`src/rtl/ppbe_pkg.sv`:
```
// Shared types, constants and arithmetic helpers for the piecewise basis evaluator.
// Depends on nothing; imported by every module of the block.

package ppbe_pkg;

  localparam int unsigned MaxModes = 5;
  localparam int unsigned MaxDofs  = 6;

  typedef logic signed [17:0] val_t;   // Q1.16 basis value
  typedef logic signed [18:0] fac_t;   // recurrence factor, up to two in magnitude
  typedef val_t [MaxModes-1:0] vec_t;  // mode values of the active segment

  localparam val_t OneQ16 = 18'sd65536;

  typedef enum logic [1:0] {
    BASIS_NONE     = 2'd0,
    BASIS_POWER    = 2'd1,
    BASIS_CHEB     = 2'd2,
    BASIS_LEGENDRE = 2'd3
  } basis_e;

  typedef enum logic [1:0] {
    REG_BASIS_MODE = 2'd0,
    REG_MODES      = 2'd1,
    REG_DOFS       = 2'd2,
    REG_NORM_RECIP = 2'd3
  } cfg_reg_e;

  // One evaluated position on its way to the emitter.
  typedef struct packed {
    logic seg;
    vec_t vals;
  } item_t;

  function automatic val_t clamp_unit(input logic signed [25:0] v);
    val_t r;
    if (v > 26'sd65536) begin
      r = OneQ16;
    end else if (v < -26'sd65536) begin
      r = -OneQ16;
    end else begin
      r = 18'(v);
    end
    return r;
  endfunction

  // One recurrence step: round(a * f / 2^16) - sub, clamped to the unit range.
  function automatic val_t mul_step(input val_t a, input fac_t f, input val_t sub);
    logic signed [36:0] p;
    logic signed [36:0] pr;
    logic signed [25:0] r;
    p  = 37'(a) * 37'(f);
    pr = p + 37'sd32768;
    r  = 26'(pr >>> 16) - 26'(sub);
    return clamp_unit(r);
  endfunction

endpackage

```
`src/rtl/ppbe_emit.sv`:
```
// Walks one evaluated position over the rows and columns of the shape-matrix band.
// Depends on ppbe_pkg for the item and value types.

module ppbe_emit
  import ppbe_pkg::*;
(
  input  logic        clk_i,
  input  logic        rst_ni,
  input  logic        in_valid_i,
  output logic        in_ready_o,
  input  item_t       in_item_i,
  input  logic [2:0]  modes_i,
  input  logic [2:0]  dofs_i,
  output logic        out_valid_o,
  input  logic        out_ready_i,
  output logic [2:0]  dof_row_o,
  output logic [5:0]  matrix_column_o,
  output logic [17:0] basis_value_o,
  output logic        last_o
);

  logic        busy_q, busy_d;
  item_t       item_q, item_d;
  logic [2:0]  d_q, d_d;
  logic        k_q, k_d;
  logic [2:0]  r_q, r_d;
  logic [5:0]  col_q, col_d;
  val_t        value_q, value_d;
  logic        last_q, last_d;

  logic       take, empty, r_wrap;
  logic [2:0] m_last, d_last;

  assign take       = in_valid_i && in_ready_o;
  assign in_ready_o = !busy_q || (out_ready_i && last_q);
  assign empty      = (modes_i == 3'd0) || (dofs_i == 3'd0);
  assign m_last     = modes_i - 3'd1;
  assign d_last     = dofs_i - 3'd1;
  assign r_wrap     = (r_q == m_last);

  always_comb begin
    busy_d  = busy_q;
    item_d  = item_q;
    d_d     = d_q;
    k_d     = k_q;
    r_d     = r_q;
    col_d   = col_q;
    value_d = value_q;
    last_d  = last_q;
    if (take) begin
      // A request for an empty matrix is taken and produces nothing.
      busy_d  = !empty;
      item_d  = in_item_i;
      d_d     = '0;
      k_d     = 1'b0;
      r_d     = '0;
      col_d   = '0;
      value_d = in_item_i.seg ? '0 : val_t'(in_item_i.vals[0]);
      last_d  = 1'b0;
    end else if (busy_q && out_ready_i && !last_q) begin
      r_d     = r_wrap ? 3'd0 : r_q + 3'd1;
      k_d     = r_wrap ? ~k_q : k_q;
      d_d     = (r_wrap && k_q) ? d_q + 3'd1 : d_q;
      col_d   = col_q + 6'd1;
      value_d = (k_d == item_q.seg) ? val_t'(item_q.vals[r_d]) : '0;
      last_d  = (d_d == d_last) && k_d && (r_d == m_last);
    end else if (busy_q && out_ready_i) begin
      busy_d = 1'b0;
    end
  end

  always_ff @(posedge clk_i or negedge rst_ni) begin
    if (!rst_ni) begin
      busy_q <= 1'b0;
    end else begin
      busy_q <= busy_d;
    end
  end

  always_ff @(posedge clk_i) begin
    item_q  <= item_d;
    d_q     <= d_d;
    k_q     <= k_d;
    r_q     <= r_d;
    col_q   <= col_d;
    value_q <= value_d;
    last_q  <= last_d;
  end

  assign out_valid_o     = busy_q;
  assign dof_row_o       = d_q;
  assign matrix_column_o = col_q;
  assign basis_value_o   = value_q;
  assign last_o          = last_q;

endmodule

```
`config.mk`:
```
export PLATFORM = sky130hd
export DESIGN_NAME = ppbe_emit
export DESIGN_NICKNAME = d
export VERILOG_FILES = /design/src/rtl/ppbe_pkg.sv /design/src/rtl/ppbe_emit.sv
export SDC_FILE = /design/constraint.sdc
export NUM_CORES = 1
export LEC_CHECK = 0
export CORE_ASPECT_RATIO = 1.75
export CORE_MARGIN = 1.5
export CORE_UTILIZATION = 45
export CTS_CLUSTER_DIAMETER = 30
export DETAILED_ROUTE_END_ITERATION = 16
export DONT_BUFFER_PORTS = 1
export HOLD_SLACK_MARGIN = 0.02
export SLEW_MARGIN = 20
export SYNTH_ARGS = -nofsm -noshare
export SYNTH_HDL_FRONTEND = slang
export SYNTH_SLANG_ARGS = --single-unit
```
`constraint.sdc`:
```
create_clock -name clk_i -period 8.85 [get_ports clk_i]
set_input_delay 0.4425 -clock clk_i [delete_from_list [all_inputs] [get_ports clk_i]]
set_output_delay 0.4425 -clock clk_i [all_outputs]
set_load 0.01 [all_outputs]
```
==> impl_metrics.toml, run 1 <==
[synthesis]
synth_enable_flop_cells = 109
synth_area_leader_cell = "sky130_fd_sc_hd__edfxtp_1"
synth.top_cells.by_area = "sky130_fd_sc_hd__edfxtp_1 (63%), sky130_fd_sc_hd__dfxtp_1 (5.4%), sky130_fd_sc_hd__mux2i_1 (3.7%), sky130_fd_sc_hd__a221o_1 (3.3%), sky130_fd_sc_hd__a211oi_1 (2.3%)"
postSynthNetCount = 469
synthArstFlopShare_pct = 0.806
synth.ff_latch_count = 124
post_synthesis_mean_instance_area_um2 = 14.4
synth_sequential_area_ratio_pct = 68.8
synthCells = 360
syn-cell-area_um2 = 5200
synth_ff_type = "sky130_fd_sc_hd__edfxtp_1"
ys.warnings.count = 0
synth_top_cells_by_count = "sky130_fd_sc_hd__edfxtp_1 (109), sky130_fd_sc_hd__inv_1 (27), sky130_fd_sc_hd__a21oi_1 (20)"
synth_cell_type_count = 45
yosysTopAreaCellShare_pct = 63.0
yosys.cell_count.top_type = "sky130_fd_sc_hd__edfxtp_1"

[clocking]
tritoncts = "built"
numCtsBuffers = 17
tritoncts_num_sinks = 124
level_count_of_the_clock_h_tree = 4
post_cts.repair.setup_buffers = 0
clk_pin_slew_worst_paths_ns = 0.06
insertion_delay_ns = 0.40
cts_hold_repair.buffers = 1
clk_path_buf_depth = 2
root_buffer = "sky130_fd_sc_hd__clkbuf_16"
cts.repair.resized = 0

[layout]
fill_cells = 921
register_area_um2 = 3580
num_antenna_cells = 0
area_growth_syn_to_layout_pct = 12.6
share_of_cells_above_drive_strength_1_pct = 9.28
multi_input_area_um2 = 1390
finish.cell_count_without_fillers = 509
net_count_of_the_finished_layout = 473

[power_and_ir_drop]
power.combinational.fraction_pct = 32.8
vdd_ir_drop_max_mv = 0.218
internal_power_w = 0.00156
switchingPower_w = 0.000808
clockPowerShare_pct = 28.1
netSwitchingFraction_pct = 34.2
power.leakage_nw = 2.07
part_of_the_power_in_registers_pct = 39.1
cellPowerDensity_nw_per_um2 = 404

[critical_path]
timing.setup.critical_path_class = "flip-flop to flip-flop"
cpMaxStageDelayCell = "sky130_fd_sc_hd__nor4_4"
regToRegSetupSlack_ns = 4.70
critical_path_peak_fanout = 19
start_kind = "flip-flop"
critPathMaxStageDelay_ns = 1.01
cp.required_ns = 9.11
cp.arrival_ns = 4.41
nature_of_the_critical_path_endpoint = "flip-flop"
critical_path.cell_chain = "xor3_1 > or3_1 > inv_8 > ha_1 > xnor2_1 > nand2_1 > nor4_4 > a221o_1"

[routing]
firstDrtPassIters = 4
drt_iter0_drc = 144
vias = 2919
routed_via_density = 5.73
antenna_violating_nets_left = 0
drt_wl_total_um = 10700
post-route-drc-count = 0
detailed_route_wire_length_per_cell_um = 21.0

[place]
detailed_place_hpwl_um = 7410
post-place-cells = 476
gpl.final_weighted_congestion = 0.854
port_buffers = 0

[floorplanning]
height_of_the_die_um = 145
die_width_um = 84.3
start_util_pct = 46.6
floorplan.die_area_um2 = 12200
floorplan.core_area_um2 = 11200
io-pin-count = 131
placement_rows = 51

[sta]
clock.fmax_mhz = 241
timing_hold_violations_final = 0
worst-slew-pin-transition_ns = 1.01
finClkSkew_ns = 0.00825
setup_repair_after_global_routing_missed_its_margin = "no"
slew_violations = 0
setup_viol = 0
fin_setup_tns_ns = 0
final_min_period_over_clock_period_pct = 46.9
max-slew-margin-rel_pct = 31.9
period_minus_ws_final_ns = 4.15

[global_route]
antenna_found_initial = 0
grt_max_degree = 91
global_route_wire_length_before_repair_um = 16600
global_route.usage.total_pct = 18.1
grt-ovfl-total = 0
number_of_global_route_vias_before_repair = 3045

[hold_path]
worst_hold_path_type = "input pin to flip-flop"

[job]
drv_cap = 0

[outcome]
run_status = "completed"
-- final timing paths --
path | startpoint | to | cells past startpoint
worst max-delay path | r_q[2] | basis_value_o[8] | 8
worst min-delay path | in_item_i[15] | item_q[15] | 0
worst max register to register | r_q[2] | basis_value_o[8] | 8
worst min register to register | k_q | k_q | 2
max in group asynchronous | rst_ni | out_valid_o | 1
min in group asynchronous | rst_ni | out_valid_o | 1
-- area by class of cell --
type	count	area share, %
clock buffers	22	7.59
inverters	29	2.03
well taps	132	2.82
clock inverters	10	2.09
repair buffers	4	0.620
flip-flops and latches	124	61.1
multi-input cells	188	23.7
-- power groups by stage --
stage	Clock, W	Combinational, W	Sequential (W)
2_1_floorplan	0	0.000640	0.000915
3_3_place_gp	0	0.000755	0.000937
3_5_place_dp	0	0.000773	0.000940
4_1_cts	0.000680	0.000776	0.000929
5_1_grt	0.000701	0.000854	0.000940
6_report	0.000666	0.000776	0.000925
-- worst max-delay path: cells and delay by family (launching register included) --
| family | cells | cell delay (ns) |
|---|---|---|
| adders and majority gates | 1 | 0.28 |
| AOI/OAI and AO/OA | 1 | 0.29 |
| DFF | 1 | 0.50 |
| xor gates and xnor gates | 2 | 0.70 |
| buffers and inverters | 1 | 0.21 |
| and+or+nand+nor | 3 | 2.02 |
-- metal layers --
layer	global-route usage, %	vias up	share of wire (%)
met1	21.1	1383	39
met5	0	-	0
met2	30.3	123	52
met4	7.62	0	2.1
li1	-	1396	-
met3	5.97	17	7.3
-- logic make-up (layout without fill, tap and decap cells) --
family	after synthesis	after routing	share of synthesized area, %
flops	124	124	68.8
compound gates	99	99	13.4
buf+inv	48	65	4.67
simple gates	45	45	4.33
mux	19	19	3.66
xor+xnor	17	17	3.15
fa+ha+maj	8	8	1.93
-- metrics by stage --
| stage | setup slack, ns | total power, W | hold WS [ns] | instance area (µm²) | utilization (%) |
|---|---|---|---|---|---|
| finish | 4.70 | 0.00237 | 0.131 | 5850 | 52.4 |
| CTS | 4.68 | 0.00239 | 0.114 | 5850 | 52.4 |
| detailed placement | 4.55 | 0.00171 | 0.147 | 5270 | 47.2 |
| global route | 4.50 | 0.00249 | 0.109 | 5850 | 52.4 |
| global placement | 4.73 | 0.00169 | 0.147 | 5270 | 47.2 |
| floorplan | 4.75 | 0.00155 | 0.147 | 5200 | - |
-- flip-flops by register name, indices dropped and copies added, names as in the netlist --
signal / count
r_q: 3
matrix_column_o: 6
basis_value_o: 18
dof_row_o: 3
item_q: 91
out_valid_o: 1
last_o: 1
k_q: 1
-- cell usage in the layout (no fill, tap or decap), types with 3 or more instances in the layout --
| cell | synthesis | layout |
|---|---|---|
| sky130_fd_sc_hd__edfxtp_1 | 109 | 109 |
| sky130_fd_sc_hd__inv_1 | 27 | 27 |
| sky130_fd_sc_hd__a21oi_1 | 20 | 20 |
| sky130_fd_sc_hd__mux2i_1 | 19 | 19 |
| sky130_fd_sc_hd__o22ai_1 | 19 | 19 |
| sky130_fd_sc_hd__nand2_1 | 17 | 17 |
| sky130_fd_sc_hd__a221o_1 | 17 | 17 |
| sky130_fd_sc_hd__clkbuf_16 | 0 | 17 |
| sky130_fd_sc_hd__a211oi_1 | 16 | 16 |
| sky130_fd_sc_hd__dfxtp_1 | 14 | 14 |
| sky130_fd_sc_hd__o21ai_0 | 12 | 12 |
| sky130_fd_sc_hd__nor2_1 | 11 | 10 |
| sky130_fd_sc_hd__xnor2_1 | 9 | 9 |
| sky130_fd_sc_hd__ha_1 | 8 | 8 |
| sky130_fd_sc_hd__nand3_1 | 6 | 6 |
| sky130_fd_sc_hd__xor2_1 | 7 | 6 |
| sky130_fd_sc_hd__clkbuf_1 | 8 | 5 |
| sky130_fd_sc_hd__clkinv_1 | 1 | 4 |
| sky130_fd_sc_hd__o31ai_1 | 3 | 3 |
| sky130_fd_sc_hd__bufinv_16 | 0 | 3 |
No activity file was read; power rests on OpenSTA's default activity.
==> inputs of run 2 (changes only) <==
ABC_AREA = 1   (was default)
clock period = 4.23 ns   (was 8.85 ns; I/O delays follow)
==> impl_metrics.toml, run 2 <==
[routing]
drt_wl_total_um = 12800
antenna_violating_nets_left = 0
routed_via_density = 5.10
firstDrtPassIters = 5
vias = 4140
detailed_route_wire_length_per_cell_um = 15.8
post-route-drc-count = 0
drt_iter0_drc = 264

[clocking]
numCtsBuffers = 17
level_count_of_the_clock_h_tree = 4
cts_hold_repair.buffers = 93
insertion_delay_ns = 0.41
tritoncts_num_sinks = 124
cts.repair.resized = 0
clk_path_buf_depth = 2
tritoncts = "built"
clk_pin_slew_worst_paths_ns = 0.06
root_buffer = "sky130_fd_sc_hd__clkbuf_16"
post_cts.repair.setup_buffers = 0

[critical_path]
nature_of_the_critical_path_endpoint = "flip-flop"
cp.required_ns = 4.37
timing.setup.critical_path_class = "flip-flop to flip-flop"
critical_path_peak_fanout = 38
cp.arrival_ns = 3.17
start_kind = "flip-flop"

[power_and_ir_drop]
totalPowerFinal_w = 0.00527
power.leakage_nw = 3.01
vdd_ir_drop_max_mv = 0.356
cellPowerDensity_nw_per_um2 = 731

[layout]
commonest_cells_after_routing_fill_and_taps_aside = "sky130_fd_sc_hd__nand2_1 (181), sky130_fd_sc_hd__edfxtp_1 (109), sky130_fd_sc_hd__dlygate4sd3_1 (93)"
share_of_cells_above_drive_strength_1_pct = 6.66
max_flop_register = "item_q"
num_antenna_cells = 0
largest_register_ffs = 91
net_count_of_the_finished_layout = 742
final_common_cell = "sky130_fd_sc_hd__nand2_1"
area_growth_syn_to_layout_pct = 29.0
layout.cell_area.non_filler_um2 = 7210
finalCoreUtilization_pct = 59.7
fill_cells = 1056

[global_route]
number_of_global_route_vias_before_repair = 4141
grt-ovfl-total = 0
global_route.usage.total_pct = 21.1
met3_layer_usage_reported_by_global_route_pct = 5.65
global_route_wire_length_before_repair_um = 20800
grt_max_degree = 94
grt_busiest_layer = "met2"
grt.met1_usage_pct = 25.8
global_route.usage.met2_pct = 35.5
antenna_found_initial = 0

[sta]
worst-slew-pin-transition_ns = 0.877
finClkSkew_ns = 0.0160
max-slew-margin-rel_pct = 41.5
setup_viol = 0
slew_violations = 0
final_min_period_over_clock_period_pct = 71.4
clock.fmax_mhz = 331
timing_hold_violations_final = 0
period_minus_ws_final_ns = 3.02
setup_repair_after_global_routing_missed_its_margin = "no"
fin_setup_tns_ns = 0

[synthesis]
yosys.cell_count.top_type = "sky130_fd_sc_hd__nand2_1"
syn-cell-area_um2 = 5590
synth_enable_flop_cells = 109
synth.ff_latch_count = 124
synth_top_cells_by_count = "sky130_fd_sc_hd__nand2_1 (182), sky130_fd_sc_hd__edfxtp_1 (109), sky130_fd_sc_hd__inv_1 (77)"
synth_ff_type = "sky130_fd_sc_hd__edfxtp_1"
synth_cell_type_count = 29
synthCells = 545
postSynthNetCount = 654
synth_area_leader_cell = "sky130_fd_sc_hd__edfxtp_1"
synthArstFlopShare_pct = 0.806
synth_sequential_area_ratio_pct = 64.1
yosysTopAreaCellShare_pct = 58.6
synth.top_cells.by_area = "sky130_fd_sc_hd__edfxtp_1 (59%), sky130_fd_sc_hd__nand2_1 (12%), sky130_fd_sc_hd__inv_1 (5.2%), sky130_fd_sc_hd__dfxtp_1 (5.0%), sky130_fd_sc_hd__nand3_1 (4.0%)"
ys.warnings.count = 0
post_synthesis_mean_instance_area_um2 = 10.3

[floorplanning]
height_of_the_die_um = 150
floorplan.core_area_um2 = 12100
die_width_um = 87.2
floorplan.die_area_um2 = 13100
placement_rows = 53
io-pin-count = 131
start_util_pct = 46.3

[place]
detailed_place_hpwl_um = 8230
placed_area_um2 = 5690
port_buffers = 0
gpl.final_weighted_congestion = 0.836

[job]
drv_cap = 0

[hold_path]
worst_hold_path_type = "input pin to flip-flop"

[outcome]
run_status = "completed"
-- run 2: per-stage QoR --
| stage | hold WS (ns) | cells | setup WS, ns |
|---|---|---|---|
| 6_report | 0.0494 | 811 | 1.21 |
| 5_1_grt | 0.0504 | 811 | 0.905 |
| 4_1_cts | 0.0227 | 811 | 1.21 |
| 3_5_place_dp | -0.0841 | 686 | 1.24 |
| 3_3_place_gp | -0.0841 | 686 | 1.29 |
| 2_1_floorplan | -0.0841 | 545 | 1.24 |
-- run 2: worst paths after layout --
path                            from                end  slack, ns  depth (start not counted)
max                           r_q[0]  basis_value_o[15]       1.21                         13
min                        dofs_i[2]        out_valid_o       0.05                          2
max reg2reg                   r_q[0]  basis_value_o[15]       1.21                         13
min reg2reg                      k_q                k_q       0.52                          1
max in group asynchronous     rst_ni        out_valid_o       3.58                          2
min in group asynchronous     rst_ni        out_valid_o       0.54                          2
-- run 2: layout make-up --
type | count | area [µm²] | share of cell area [%]
Sequential cell | 124 | 3580 | 49.7
Multi-Input combinational cell | 313 | 1570 | 21.8
Timing Repair Buffer | 97 | 961 | 13.3
Clock buffer | 19 | 433 | 6.01
Inverter | 80 | 305 | 4.24
Tap cell | 165 | 206 | 2.87
Clock inverter | 13 | 150 | 2.08
-- run 2: per-layer routing --
layer / vias to the layer above / part of all wire, % / wire length, µm
met1: 1942 / 41 / 5260
met3: 13 / 6.3 / 808
met2: 165 / 51 / 6590
li1: 2020 / - / -
met4: 0 / 1.3 / 173
met5: - / 0 / 0
-- run 2: critical path, stage by stage, from the launching register on --
cell                       delay [ns]
sky130_fd_sc_hd__dfxtp_1         0.31
sky130_fd_sc_hd__buf_4           0.34
sky130_fd_sc_hd__xnor2_1         0.20
sky130_fd_sc_hd__nor2_2          0.06
sky130_fd_sc_hd__nand2_2         0.40
sky130_fd_sc_hd__inv_1           0.09
sky130_fd_sc_hd__ha_1            0.32
sky130_fd_sc_hd__xnor2_1         0.13
sky130_fd_sc_hd__nand2_1         0.06
sky130_fd_sc_hd__clkinv_1        0.45
sky130_fd_sc_hd__nand2_1         0.21
sky130_fd_sc_hd__inv_1           0.05
sky130_fd_sc_hd__nand2_1         0.07
sky130_fd_sc_hd__nand2_1         0.08
-- run 2: cell families after synthesis --
kind of cell / synth area share [%]
simple gates: 17.9
buf+inv: 8.00
xor+xnor: 0.784
fa+ha+maj: 1.79
flops: 64.1
compound gates: 7.48
-- run 2: power breakdown --
group / total (W) / switching [W] / internal [W]
sequential: 0.00193 / 0.000194 / 0.00173
combinational: 0.00191 / 0.00130 / 0.000610
clock: 0.00143 / 0.000517 / 0.000917
total: 0.00527 / 0.00201 / 0.00326
==> inputs of run 3 (changes only) <==
clock period = 2.8 ns   (was 4.23 ns; I/O delays follow)
==> impl_metrics.toml, run 3 (same netlist as run 2, synthesis figures left out) <==
[outcome]
run_status = "completed"

[place]
port_buffers = 0
detailed_place_hpwl_um = 8760
place_ws_ns = 0.347
gpl.final_weighted_congestion = 0.860

[power_and_ir_drop]
power.leakage_nw = 3.05
netSwitchingFraction_pct = 39.0
cellPowerDensity_nw_per_um2 = 1090
clockPowerShare_pct = 25.5
vdd_ir_drop_max_mv = 0.562
part_of_the_power_in_registers_pct = 36.7
switchingPower_w = 0.00311
internal_power_w = 0.00485
power.combinational.fraction_pct = 37.9

[critical_path]
critical_path_peak_fanout = 57
regToRegSetupSlack_ns = 0.43
worst_r2r_path_depth = 12
nature_of_the_critical_path_endpoint = "flip-flop"
cp.arrival_ns = 2.53
start_kind = "flip-flop"
reg2reg_from = "r_q[2]"
cp.required_ns = 2.96
cp-endpoint = "basis_value_o[10]"
timing.setup.critical_path_class = "flip-flop to flip-flop"
reg2reg_to = "basis_value_o[10]"
timing.critical_path.from = "r_q[2]"

[routing]
post-route-drc-count = 0
firstDrtPassIters = 7
detailed_route_wire_length_per_cell_um = 16.2
vias = 4167
antenna_violating_nets_left = 0
routed_via_density = 5.06
drt_iter0_drc = 341
drt_wl_total_um = 13400

[clocking]
level_count_of_the_clock_h_tree = 4
clk_path_buf_depth = 2
tritoncts_num_sinks = 124
post_cts.repair.setup_buffers = 0
tritoncts = "built"
numCtsBuffers = 17
clk_pin_slew_worst_paths_ns = 0.06
insertion_delay_ns = 0.40
root_buffer = "sky130_fd_sc_hd__clkbuf_16"

[sta]
worst-slew-pin-transition_ns = 0.794
final_min_period_over_clock_period_pct = 84.7
setup_viol = 0
timing_hold_violations_final = 0
setup_repair_after_global_routing_missed_its_margin = "no"
layout_setup_ws_ns = 0.427
max-slew-margin-rel_pct = 47.0
finClkSkew_ns = 0.00995
period_minus_ws_final_ns = 2.37
hold_ws_ns = 0.0514
slew_violations = 0
clock.fmax_mhz = 421
fin_setup_tns_ns = 0

[global_route]
grt-ovfl-total = 0
global_route_wire_length_before_repair_um = 20900
grt_max_degree = 63
number_of_global_route_vias_before_repair = 4240
antenna_found_initial = 0
global_route.usage.total_pct = 21.4

[floorplanning]
height_of_the_die_um = 150
die_width_um = 87.2
floorplan.core_area_um2 = 12100
start_util_pct = 46.3
io-pin-count = 131
placement_rows = 53
floorplan.die_area_um2 = 13100

[layout]
finalCoreUtilization_pct = 60.2
final_common_cell = "sky130_fd_sc_hd__nand2_1"
net_count_of_the_finished_layout = 754
commonest_cells_after_routing_fill_and_taps_aside = "sky130_fd_sc_hd__nand2_1 (182), sky130_fd_sc_hd__edfxtp_1 (109), sky130_fd_sc_hd__dlygate4sd3_1 (95)"
largest_register_ffs = 91
num_antenna_cells = 0
area_growth_syn_to_layout_pct = 30.1
max_flop_register = "item_q"
share_of_cells_above_drive_strength_1_pct = 8.21

[hold_path]
min_delay_path_depth = 3
worst_hold_path_type = "input pin to flip-flop"

[job]
drv_cap = 0
==> run 3: worst min path at each step <==
| stage | to | start | slack [ns] |
|---|---|---|---|
| final | out_valid_o | out_ready_i | 0.05 |
| after global routing | out_valid_o | out_ready_i | 0.08 |
| after CTS | out_valid_o | out_ready_i | 0.04 |
| after detailed placement | out_valid_o | rst_ni | -0.16 |
| after global placement | out_valid_o | rst_ni | -0.16 |
| after floorplan | out_valid_o | rst_ni | -0.16 |
==> run 3: worst max-delay path, stage by stage (launching register included) <==
cell and delay, ns:
sky130_fd_sc_hd__dfxtp_1 0.39, sky130_fd_sc_hd__inv_1 0.07, sky130_fd_sc_hd__nand3_1 0.08, sky130_fd_sc_hd__nand2_1 0.08, sky130_fd_sc_hd__nand2_2 0.09, sky130_fd_sc_hd__buf_4 0.47
sky130_fd_sc_hd__nand2_2 0.39, sky130_fd_sc_hd__nand2_1 0.18, sky130_fd_sc_hd__nand3_1 0.09, sky130_fd_sc_hd__nand2_1 0.10, sky130_fd_sc_hd__nand2_1 0.05, sky130_fd_sc_hd__nand2_1 0.08
sky130_fd_sc_hd__nand2_1 0.05
==> run 3: cell type report <==
cell class / instances / area, µm²
clock buffers: 18 / 429
clock inverters: 14 / 123
well taps: 165 / 206
flip-flops and latches: 124 / 3580
fillers: 1047 / 4800
repair buffers: 109 / 1060
multi-input cells: 313 / 1570
inverters: 80 / 304
==> run 3: metrics by stage <==
step                      cells  total power, W  cell area [µm²]
after CTS                   823         0.00801             7270
final                       823         0.00796             7270
after global routing        823         0.00852             7270
after global placement      696         0.00577             5760
after detailed placement    696         0.00585             5760
after floorplan             545         0.00510             5590
==> run 3: power groups by stage <==
stage                     clock network [W]  registers, W  logic, W
after global placement                    0       0.00295   0.00282
after floorplan                           0       0.00288   0.00223
after CTS                           0.00206       0.00293   0.00301
after global routing                0.00215       0.00296   0.00341
final                               0.00203       0.00292   0.00301
after detailed placement                  0       0.00296   0.00289
==> run 3: what timing repair did <==
action                                 in CTS  in global routing
resized for setup                           0                  0
endpoints found under the hold margin     111                  0
hold buffers                               95                  0
==> run 3: layer usage <==
layer | share of wire [%] | GRT usage (%) | up-vias
met5 | 0 | 0 | -
met4 | 1.4 | 7.78 | 0
met3 | 5.8 | 4.93 | 16
met2 | 54 | 38.4 | 170
met1 | 39 | 24.5 | 1939
li1 | - | - | 2042
